<file path="config.mk">
export PLATFORM = sky130hd
export DESIGN_NAME = page_range_spec_selector
export DESIGN_NICKNAME = d
export VERILOG_FILES = /design/src/rtl/prss_pkg.sv /design/src/rtl/prss_ram.sv /design/src/rtl/page_range_spec_selector.sv
export SDC_FILE = /design/constraint.sdc
export NUM_CORES = 1
export LEC_CHECK = 0
export CORE_AREA = 5 5 225 445
export DETAILED_ROUTE_END_ITERATION = 12
export DIE_AREA = 0 0 230 450
export DONT_BUFFER_PORTS = 1
export PLACE_DENSITY = 0.74
export SETUP_SLACK_MARGIN = 0.5
export SYNTH_ARGS = -nofsm -noshare
export SYNTH_HDL_FRONTEND = slang
export SYNTH_HIERARCHICAL = 1
export SYNTH_SLANG_ARGS = --single-unit
export TNS_END_PERCENT = 50
</file>
<file path="constraint.sdc">
create_clock -name clk -period 7.6 [get_ports clk]
set_input_delay 1.52 -clock clk [delete_from_list [all_inputs] [get_ports clk]]
set_output_delay 1.52 -clock clk [all_outputs]
set_load 0.03 [all_outputs]
</file>
<file path="src/rtl/prss_pkg.sv">
// shared types and constants for the page range spec selector
// no dependencies; used by page_range_spec_selector and its testbench
package prss_pkg;

  localparam int RANGE_SLOTS_DEF = 16;
  localparam int MAX_PAGE_DEF    = 1000000000;

  // width of a stored bound, enough for +-MAX_PAGE at its largest
  localparam int VAL_W  = 31;
  localparam int PAGE_W = 32;
  localparam int CHAR_W = 8;
  localparam int STAT_W = 2;

  localparam logic [STAT_W-1:0] STAT_MORE  = 2'd0;
  localparam logic [STAT_W-1:0] STAT_DONE  = 2'd1;
  localparam logic [STAT_W-1:0] STAT_ERROR = 2'd2;
  localparam logic [STAT_W-1:0] STAT_FULL  = 2'd3;

  localparam logic CMD_CHAR  = 1'b0;
  localparam logic CMD_QUERY = 1'b1;

  localparam logic [CHAR_W-1:0] CH_NUL   = 8'h00;
  localparam logic [CHAR_W-1:0] CH_TAB   = 8'h09;
  localparam logic [CHAR_W-1:0] CH_SPACE = 8'h20;
  localparam logic [CHAR_W-1:0] CH_COMMA = 8'h2C;
  localparam logic [CHAR_W-1:0] CH_MINUS = 8'h2D;
  localparam logic [CHAR_W-1:0] CH_ZERO  = 8'h30;
  localparam logic [CHAR_W-1:0] CH_NINE  = 8'h39;
  localparam logic [CHAR_W-1:0] CH_COLON = 8'h3A;

  typedef struct packed {
    logic                     cmd;
    logic [CHAR_W-1:0]        char_code;
    logic signed [PAGE_W-1:0] page;
  } in_req_t;

  typedef struct packed {
    logic [STAT_W-1:0] status;
    logic              selected;
  } out_rsp_t;

endpackage

</file>
<file path="src/rtl/prss_ram.sv">
// generic single write port, single read port ram with registered read data
// no dependencies
module prss_ram #(
  parameter int WIDTH = 62,
  parameter int DEPTH = 16,
  parameter int ADDR_W = (DEPTH > 1) ? $clog2(DEPTH) : 1
) (
  input  logic              clk,
  input  logic              we,
  input  logic [ADDR_W-1:0] waddr,
  input  logic [WIDTH-1:0]  wdata,
  input  logic              re,
  input  logic [ADDR_W-1:0] raddr,
  output logic [WIDTH-1:0]  rdata
);

  logic [WIDTH-1:0] mem [DEPTH];
  logic [WIDTH-1:0] rdata_r;

  always_ff @(posedge clk) begin
    if (we) begin
      mem[waddr] <= wdata;
    end
    if (re) begin
      rdata_r <= mem[raddr];
    end
  end

  assign rdata = rdata_r;

endmodule

</file>
<file path="src/rtl/page_range_spec_selector.sv">
// page range spec selector: character parser, range table and membership query
// a spec character passes through ST_CHAR and ST_DONE to a registered result; a query walks
// the stored ranges in ST_QRUN and stops early on a hit, using one range comparator on the table ram
// throughput: one request at a time, the next taken the cycle after its result is registered;
// a new request is taken while a result waits on out_stall
// reset: synchronous active-low rst_n clears parser state and range count, not the table ram
module page_range_spec_selector #(
  parameter int RANGE_SLOTS = prss_pkg::RANGE_SLOTS_DEF,
  parameter int MAX_PAGE    = prss_pkg::MAX_PAGE_DEF
) (
  input  logic               clk,
  input  logic               rst_n,
  input  logic               in_valid,
  output logic               in_stall,
  input  prss_pkg::in_req_t  in_data,
  output logic               out_valid,
  input  logic               out_stall,
  output prss_pkg::out_rsp_t out_data
);

  import prss_pkg::*;

  localparam int IDX_W  = (RANGE_SLOTS > 1) ? $clog2(RANGE_SLOTS) : 1;
  localparam int CNT_W  = $clog2(RANGE_SLOTS + 1);
  localparam int WIDE_W = VAL_W + 5;

  localparam logic signed [VAL_W-1:0] MAX_V = VAL_W'(MAX_PAGE);
  localparam logic signed [VAL_W-1:0] MIN_V = -MAX_V;
  localparam logic signed [WIDE_W-1:0] MAX_W = WIDE_W'(MAX_PAGE);
  localparam logic signed [WIDE_W-1:0] MIN_W = -MAX_W;
  localparam logic [CNT_W-1:0] SLOTS_C = CNT_W'(RANGE_SLOTS);

  typedef enum logic [3:0] {
    ST_IDLE = 4'b0001,
    ST_CHAR = 4'b0010,
    ST_QRUN = 4'b0100,
    ST_DONE = 4'b1000
  } state_t;

  state_t state_r, state_nxt;
  in_req_t req_r;

  logic                     gath_r, gath_nxt;
  logic                     mark_r, mark_nxt;
  logic                     neg_r, neg_nxt;
  logic signed [VAL_W-1:0]  acc_r, acc_nxt;
  logic signed [VAL_W-1:0]  pend_r, pend_nxt;
  logic [CNT_W-1:0]         count_r, count_nxt;
  logic [CNT_W-1:0]         rd_idx_r, rd_idx_nxt;
  logic                     cmp_pend_r, cmp_pend_nxt;
  logic [STAT_W-1:0]        res_status_r, res_status_nxt;
  logic                     res_sel_r, res_sel_nxt;
  logic                     out_valid_r, out_valid_nxt;
  out_rsp_t                 out_data_r, out_data_nxt;

  logic                     wr_en;
  logic signed [VAL_W-1:0]  wr_lo, wr_hi;
  logic                     rd_en;
  logic [2*VAL_W-1:0]       rd_data;
  logic signed [VAL_W-1:0]  rd_lo, rd_hi;
  logic                     in_range;
  logic                     last;

  logic [CHAR_W-1:0]        ch;
  logic                     is_sep, is_nul, is_digit, is_mark;
  logic signed [WIDE_W-1:0] acc_w, prod, dig, val;
  logic signed [VAL_W-1:0]  sat_val;

  prss_ram #(
    .WIDTH (2 * VAL_W),
    .DEPTH (RANGE_SLOTS),
    .ADDR_W(IDX_W)
  ) u_table (
    .clk  (clk),
    .we   (wr_en),
    .waddr(count_r[IDX_W-1:0]),
    .wdata({wr_lo, wr_hi}),
    .re   (rd_en),
    .raddr(rd_idx_r[IDX_W-1:0]),
    .rdata(rd_data)
  );

  assign rd_lo = rd_data[2*VAL_W-1:VAL_W];
  assign rd_hi = rd_data[VAL_W-1:0];

  // shared range comparator
  assign in_range = (req_r.page >= PAGE_W'(rd_lo)) && (req_r.page <= PAGE_W'(rd_hi));
  assign last     = (rd_idx_r == count_r);

  // character classes
  assign ch       = req_r.char_code;
  assign is_nul   = (ch == CH_NUL);
  assign is_sep   = (ch == CH_SPACE) || (ch == CH_TAB) || (ch == CH_COMMA);
  assign is_digit = (ch >= CH_ZERO) && (ch <= CH_NINE);
  assign is_mark  = (ch == CH_MINUS) || (ch == CH_COLON);

  // accumulator times ten plus or minus the digit, then saturate
  assign acc_w = WIDE_W'(acc_r);
  assign prod  = (acc_w <<< 3) + (acc_w <<< 1);
  assign dig   = WIDE_W'({1'b0, ch - CH_ZERO});
  assign val   = neg_r ? (prod - dig) : (prod + dig);
  always_comb begin
    if (val > MAX_W) begin
      sat_val = MAX_V;
    end else if (val < MIN_W) begin
      sat_val = MIN_V;
    end else begin
      sat_val = val[VAL_W-1:0];
    end
  end

  assign in_stall = (state_r != ST_IDLE);

  always_comb begin
    state_nxt      = state_r;
    gath_nxt       = gath_r;
    mark_nxt       = mark_r;
    neg_nxt        = neg_r;
    acc_nxt        = acc_r;
    pend_nxt       = pend_r;
    count_nxt      = count_r;
    rd_idx_nxt     = rd_idx_r;
    cmp_pend_nxt   = cmp_pend_r;
    res_status_nxt = res_status_r;
    res_sel_nxt    = res_sel_r;
    wr_en          = 1'b0;
    wr_lo          = pend_r;
    wr_hi          = MAX_V;
    rd_en          = 1'b0;

    if (!gath_r) begin
      wr_hi = MAX_V;
      wr_lo = mark_r ? pend_r : MIN_V;
    end else begin
      wr_hi = acc_r;
      wr_lo = mark_r ? pend_r : acc_r;
    end

    case (state_r)
      ST_IDLE: begin
        if (in_valid) begin
          if (in_data.cmd == CMD_QUERY) begin
            state_nxt    = ST_QRUN;
            rd_idx_nxt   = '0;
            cmp_pend_nxt = 1'b0;
          end else begin
            state_nxt = ST_CHAR;
          end
        end
      end
      ST_CHAR: begin
        state_nxt      = ST_DONE;
        res_sel_nxt    = 1'b0;
        res_status_nxt = STAT_MORE;
        if (!gath_r && !mark_r && (is_nul || is_sep)) begin
          res_status_nxt = is_nul ? STAT_DONE : STAT_MORE;
        end else if ((ch == CH_MINUS) && !gath_r) begin
          gath_nxt = 1'b1;
          neg_nxt  = 1'b1;
          acc_nxt  = '0;
        end else if (is_digit) begin
          if (!gath_r) begin
            gath_nxt = 1'b1;
            neg_nxt  = 1'b0;
            acc_nxt  = VAL_W'({1'b0, ch - CH_ZERO});
          end else begin
            acc_nxt = sat_val;
          end
        end else if (is_mark) begin
          if (mark_r) begin
            res_status_nxt = STAT_ERROR;
            gath_nxt = 1'b0;
            mark_nxt = 1'b0;
            neg_nxt  = 1'b0;
            acc_nxt  = '0;
            pend_nxt = '0;
          end else begin
            pend_nxt = gath_r ? acc_r : MIN_V;
            mark_nxt = 1'b1;
            gath_nxt = 1'b0;
          end
        end else if (is_nul || is_sep) begin
          if (count_r >= SLOTS_C) begin
            res_status_nxt = STAT_FULL;
            gath_nxt = 1'b0;
            mark_nxt = 1'b0;
            neg_nxt  = 1'b0;
            acc_nxt  = '0;
            pend_nxt = '0;
          end else begin
            wr_en     = 1'b1;
            count_nxt = count_r + 1'b1;
            mark_nxt  = 1'b0;
            gath_nxt  = 1'b0;
            if (is_nul) begin
              res_status_nxt = STAT_DONE;
              neg_nxt  = 1'b0;
              acc_nxt  = '0;
              pend_nxt = '0;
            end
          end
        end else begin
          // stray character
          res_status_nxt = STAT_ERROR;
          gath_nxt = 1'b0;
          mark_nxt = 1'b0;
          neg_nxt  = 1'b0;
          acc_nxt  = '0;
          pend_nxt = '0;
        end
      end
      ST_QRUN: begin
        res_status_nxt = STAT_MORE;
        if (cmp_pend_r && in_range) begin
          res_sel_nxt = 1'b1;
          state_nxt   = ST_DONE;
        end else if (last) begin
          res_sel_nxt = 1'b0;
          state_nxt   = ST_DONE;
        end else begin
          // read next entry while the previous one is compared
          rd_en        = 1'b1;
          rd_idx_nxt   = rd_idx_r + 1'b1;
          cmp_pend_nxt = 1'b1;
        end
      end
      ST_DONE: begin
        if (!out_valid_r || !out_stall) begin
          state_nxt = ST_IDLE;
        end
      end
      default: begin
        state_nxt = ST_IDLE;
      end
    endcase
  end

  always_comb begin
    out_valid_nxt = out_valid_r;
    out_data_nxt  = out_data_r;
    if (out_valid_r && !out_stall) begin
      out_valid_nxt = 1'b0;
    end
    if ((state_r == ST_DONE) && (!out_valid_r || !out_stall)) begin
      out_valid_nxt         = 1'b1;
      out_data_nxt.status   = res_status_r;
      out_data_nxt.selected = res_sel_r;
    end
  end

  always_ff @(posedge clk) begin
    if (!rst_n) begin
      state_r     <= ST_IDLE;
      gath_r      <= 1'b0;
      mark_r      <= 1'b0;
      neg_r       <= 1'b0;
      acc_r       <= '0;
      pend_r      <= '0;
      count_r     <= '0;
      rd_idx_r    <= '0;
      cmp_pend_r  <= 1'b0;
      out_valid_r <= 1'b0;
    end else begin
      state_r     <= state_nxt;
      gath_r      <= gath_nxt;
      mark_r      <= mark_nxt;
      neg_r       <= neg_nxt;
      acc_r       <= acc_nxt;
      pend_r      <= pend_nxt;
      count_r     <= count_nxt;
      rd_idx_r    <= rd_idx_nxt;
      cmp_pend_r  <= cmp_pend_nxt;
      out_valid_r <= out_valid_nxt;
    end
  end

  always_ff @(posedge clk) begin
    if ((state_r == ST_IDLE) && in_valid) begin
      req_r <= in_data;
    end
    res_status_r <= res_status_nxt;
    res_sel_r    <= res_sel_nxt;
    out_data_r   <= out_data_nxt;
  end

  assign out_valid = out_valid_r;
  assign out_data  = out_data_r;

endmodule

</file>
==> summary.md <==
| Metric | Value |
|---|---|
| Status | finished, final reports clean |
| Most used cell, CP | inv_1 |
| RSZ-0062 raised after global routing | no |
| Post-CTS Setup Bufs | 0 |
| Worst slew margin | 8.76% |
| # DRC | 0 |
| Sequential element share of the synthesized area | 68.5% |
| Initial Utilization | 52.5% |
| Post-CTS Hold Buffers | 0 |
| Lkg Pwr | 0.0179 uW |
| Final RePlAce weighted congestion | 0.920 |
| Synth Flop Type | edfxtp_1 |
| 1st-iter DRT viols | 3319 |
| Unique cell type count in the Yosys netlist | 98 |
| Clk slew on worst S/H paths | 0.07 ns |
| Row Count | 161 |
| Fin crit share | 84.9% |
| Sink Count | 1181 |
| Ys async rst share | 0% |
| Final Hold Slack | 0.454 ns |
| CP max FO | 9 |
| IO Count | 50 |
| Post-DP HPWL | 82.2 mm |
| Core area | 0.0963 mm^2 |
| IO Port Bufs | 0 |
| Max incr delay on CP | 0.81 ns |
| Count of state elements after synthesis | 1181 |
| # fillers | 7057 |
| Pins Over Slew Limit | 0 |
| Die ar. | 0.104 mm^2 |
| CTS buffer count | 97 |
| Max cap viols | 0 |
| Cell count of the worst reg-to-reg path | 19 |
| Arrival @ worst endpoint | 7.06 ns |
| Routed via count | 29254 |
| Initial antenna violation count | 8 |
| H-Tree Depth | 3 |
| Slowest CP cell | o31ai_1 |
| Max IR drop VDD | 0.188 mV |
| Worst Skew | 0.0240 ns |
| Cell chain of the critical path | ha_1 -> inv_1 -> fa_1 -> inv_1 -> ha_1 -> inv_1 -> o2111a_1 -> o31ai_1 -> nand3_1 -> nor3b_1 -> or3_1 -> nand4b_1 -> nor4b_1 -> a21oi_1 -> nor4bb_1 -> nor4_2 -> o31ai_4 -> nand3_1 -> o31ai_1 |
| Crit. End Element | flop |
| Synth top area cells | edfxtp_1 (65%), mux4_2 (11%), dfxtp_1 (3.2%) |
| Nets | 3239 |
| Die Ht | 450 um |
| CTS root buf | clkbuf_16 |
| Worst Hold Depth | 2 |
| Post-synth EDFFs | 1100 |
| Vias in the first global route | 30574 |
| First-pass GRT wire length | 200 mm |
| Pin count of the biggest net entering global routing | 145 |
| Critical path data required time | 8.21 ns |
| Largest area contributor in the netlist | edfxtp_1 |
| Count of final hold-check violations | 0 |
| GRT Total Usage | 26.1% |
| Critical Path Start Type | flop |
| CTS resizes | 0 |
| Syn Std Cell Area | 0.0506 mm^2 |
| DR pass1 iterations | 6 |
| Post-Syn Instances | 3062 |
| Pwr/cell area | 221 mW/mm^2 |
| Area Overhead vs Synth | 9.33% |
| Worst Hold Class | reg2reg |
| Antenna-violating nets left | 0 |
| Die W | 230 um |
| Worst slew pin tran | 1.37 ns |
| F_max | 155 MHz |
| Syn Nets | 3224 |
| CTS tree | built |
| Final worst path period need | 6.45 ns |
| Post-synth top area share | 65.3% |
| Skew-Pair Late Insertion Delay | 0.70 ns |
| Synth warnings | 6 |
| Layout cell share with drive strength beyond 1 | 16.9% |
| Kind of critical path | reg2reg |
| WL final | 137 mm |
| Drt wl/cell | 31.2 um |
| TNS Setup | 0 ns |
| Vias per inst | 6.68 |
| Final setup fails | 0 |
| Clock buffer depth | 3 |
| Overflow after GRT | 0 |
| Syn Area/Cell | 16.5 um^2 |
-- cell usage after synthesis, types with 45 or more instances --
cell type and number:
inv_1 99, dfxtp_1 81, a21o_1 45, nand2_1 195, clkbuf_1 77, mux4_2 248, a22oi_1 130, nand3_1 50
nor2_1 135, o21ai_0 66, edfxtp_1 1100, nor3_1 55, ha_1 114, a21oi_1 119
-- worst max-delay path: cells and delay by family (launching register included) --
kind	cells	cell delay [ns]
simple gates	8	2.48
flops	1	0.46
fa+ha+maj	3	1.19
compound gates	5	1.97
buf+inv	3	0.27
-- cells by family (layout without fill, tap and decap cells) --
kind of cell | Yosys count | in the layout | synth area share [%]
other | 0 | 3 | 0
adders and majority gates | 117 | 117 | 2.94
and+or+nand+nor | 649 | 649 | 6.42
AOI/OAI and AO/OA | 542 | 542 | 7.54
DFF | 1181 | 1181 | 68.5
muxes | 263 | 263 | 11.4
buffers and inverters | 248 | 343 | 2.13
xor gates and xnor gates | 62 | 62 | 1.07
-- through the flow --
step / util [%] / cell area [um^2] / total power [uW] / setup slack [ns] / cells
after floorplan: - / 50600 / 7280 / 0.587 / 3062
after global placement: 54.1 / 52100 / 7330 / 1.35 / 4200
after detailed placement: 54.1 / 52100 / 7340 / 1.27 / 4200
after CTS: 57.4 / 55300 / 12200 / 1.26 / 4379
after global routing: 57.4 / 55300 / 12500 / 0.866 / 4379
final: 57.4 / 55300 / 12200 / 1.15 / 4382
-- state kept, by name, summed over array words and instances (netlist names) --
name,count
acc_r,31
ch,8
cmp_pend_r,1
count_r,5
gath_r,1
mark_r,1
neg_r,1
out_data,3
out_valid,1
pend_r,31
rd_idx_r,5
req_r,32
res_sel_r,1
res_status_r,2
state_r,4
u_table/mem,992
u_table/rdata,62
-- placed cells by master (no fill, tap or decap), types with 8 or more instances in the layout --
| master | instances |
|---|---|
| nor3_1 | 51 |
| a221o_1 | 11 |
| o211ai_1 | 15 |
| a31oi_1 | 18 |
| a21o_1 | 45 |
| nor4_1 | 15 |
| a211o_1 | 9 |
| or3_1 | 12 |
| and2_1 | 25 |
| o31ai_1 | 9 |
| dfxtp_1 | 78 |
| nor2b_1 | 11 |
| clkinv_1 | 17 |
| nand2b_1 | 38 |
| o21a_1 | 15 |
| mux2_2 | 8 |
| mux4_2 | 248 |
| nor2_1 | 120 |
| nor2_4 | 15 |
| and3_1 | 18 |
| inv_1 | 99 |
| a211oi_1 | 15 |
| a21oi_1 | 119 |
| xnor2_1 | 37 |
| clkbuf_16 | 100 |
| edfxtp_1 | 1100 |
| a22oi_1 | 130 |
| nand2_1 | 194 |
| nand4_1 | 36 |
| nand3_1 | 50 |
| clkinv_2 | 22 |
| buf_4 | 57 |
| o21ai_0 | 63 |
| xor2_1 | 25 |
| ha_1 | 114 |
| clkbuf_1 | 12 |
-- report_power, final --
group	switching (uW)	leakage, uW	internal, uW
Combinational	97.3	0.00550	49.4
Sequential	24.8	0.0109	7030
Clock	2310	0.00155	2690
Total	2430	0.0179	9770
-- final timing paths --
path / slack (ns) / end / startpoint
worst max-delay path: 1.15 / acc_r[8] / acc_r[0]
worst min-delay path: 0.45 / pend_r[28] / pend_r[28]
worst max register to register: 1.15 / acc_r[8] / acc_r[0]
worst min register to register: 0.45 / pend_r[28] / pend_r[28]
-- layout make-up --
class                   count  area (um^2)  share of cell area (%)
diodes                      3         7.51                  0.0136
clock buffers             114         2570                    4.66
clock inverters            65          578                    1.05
inverters                 101          379                   0.686
multi-input cells        1633        15000                    27.1
flip-flops and latches   1181        34700                    62.7
well taps                1222         1530                    2.77
repair buffers             63          548                   0.991
-- metal layers --
layer	track usage [%]	share of wire (%)
met1	29.3	33
met5	0	0.0095
met4	14.0	6.2
met3	4.45	7.8
met2	47.4	53
No activity file was read; power rests on OpenSTA's default activity.
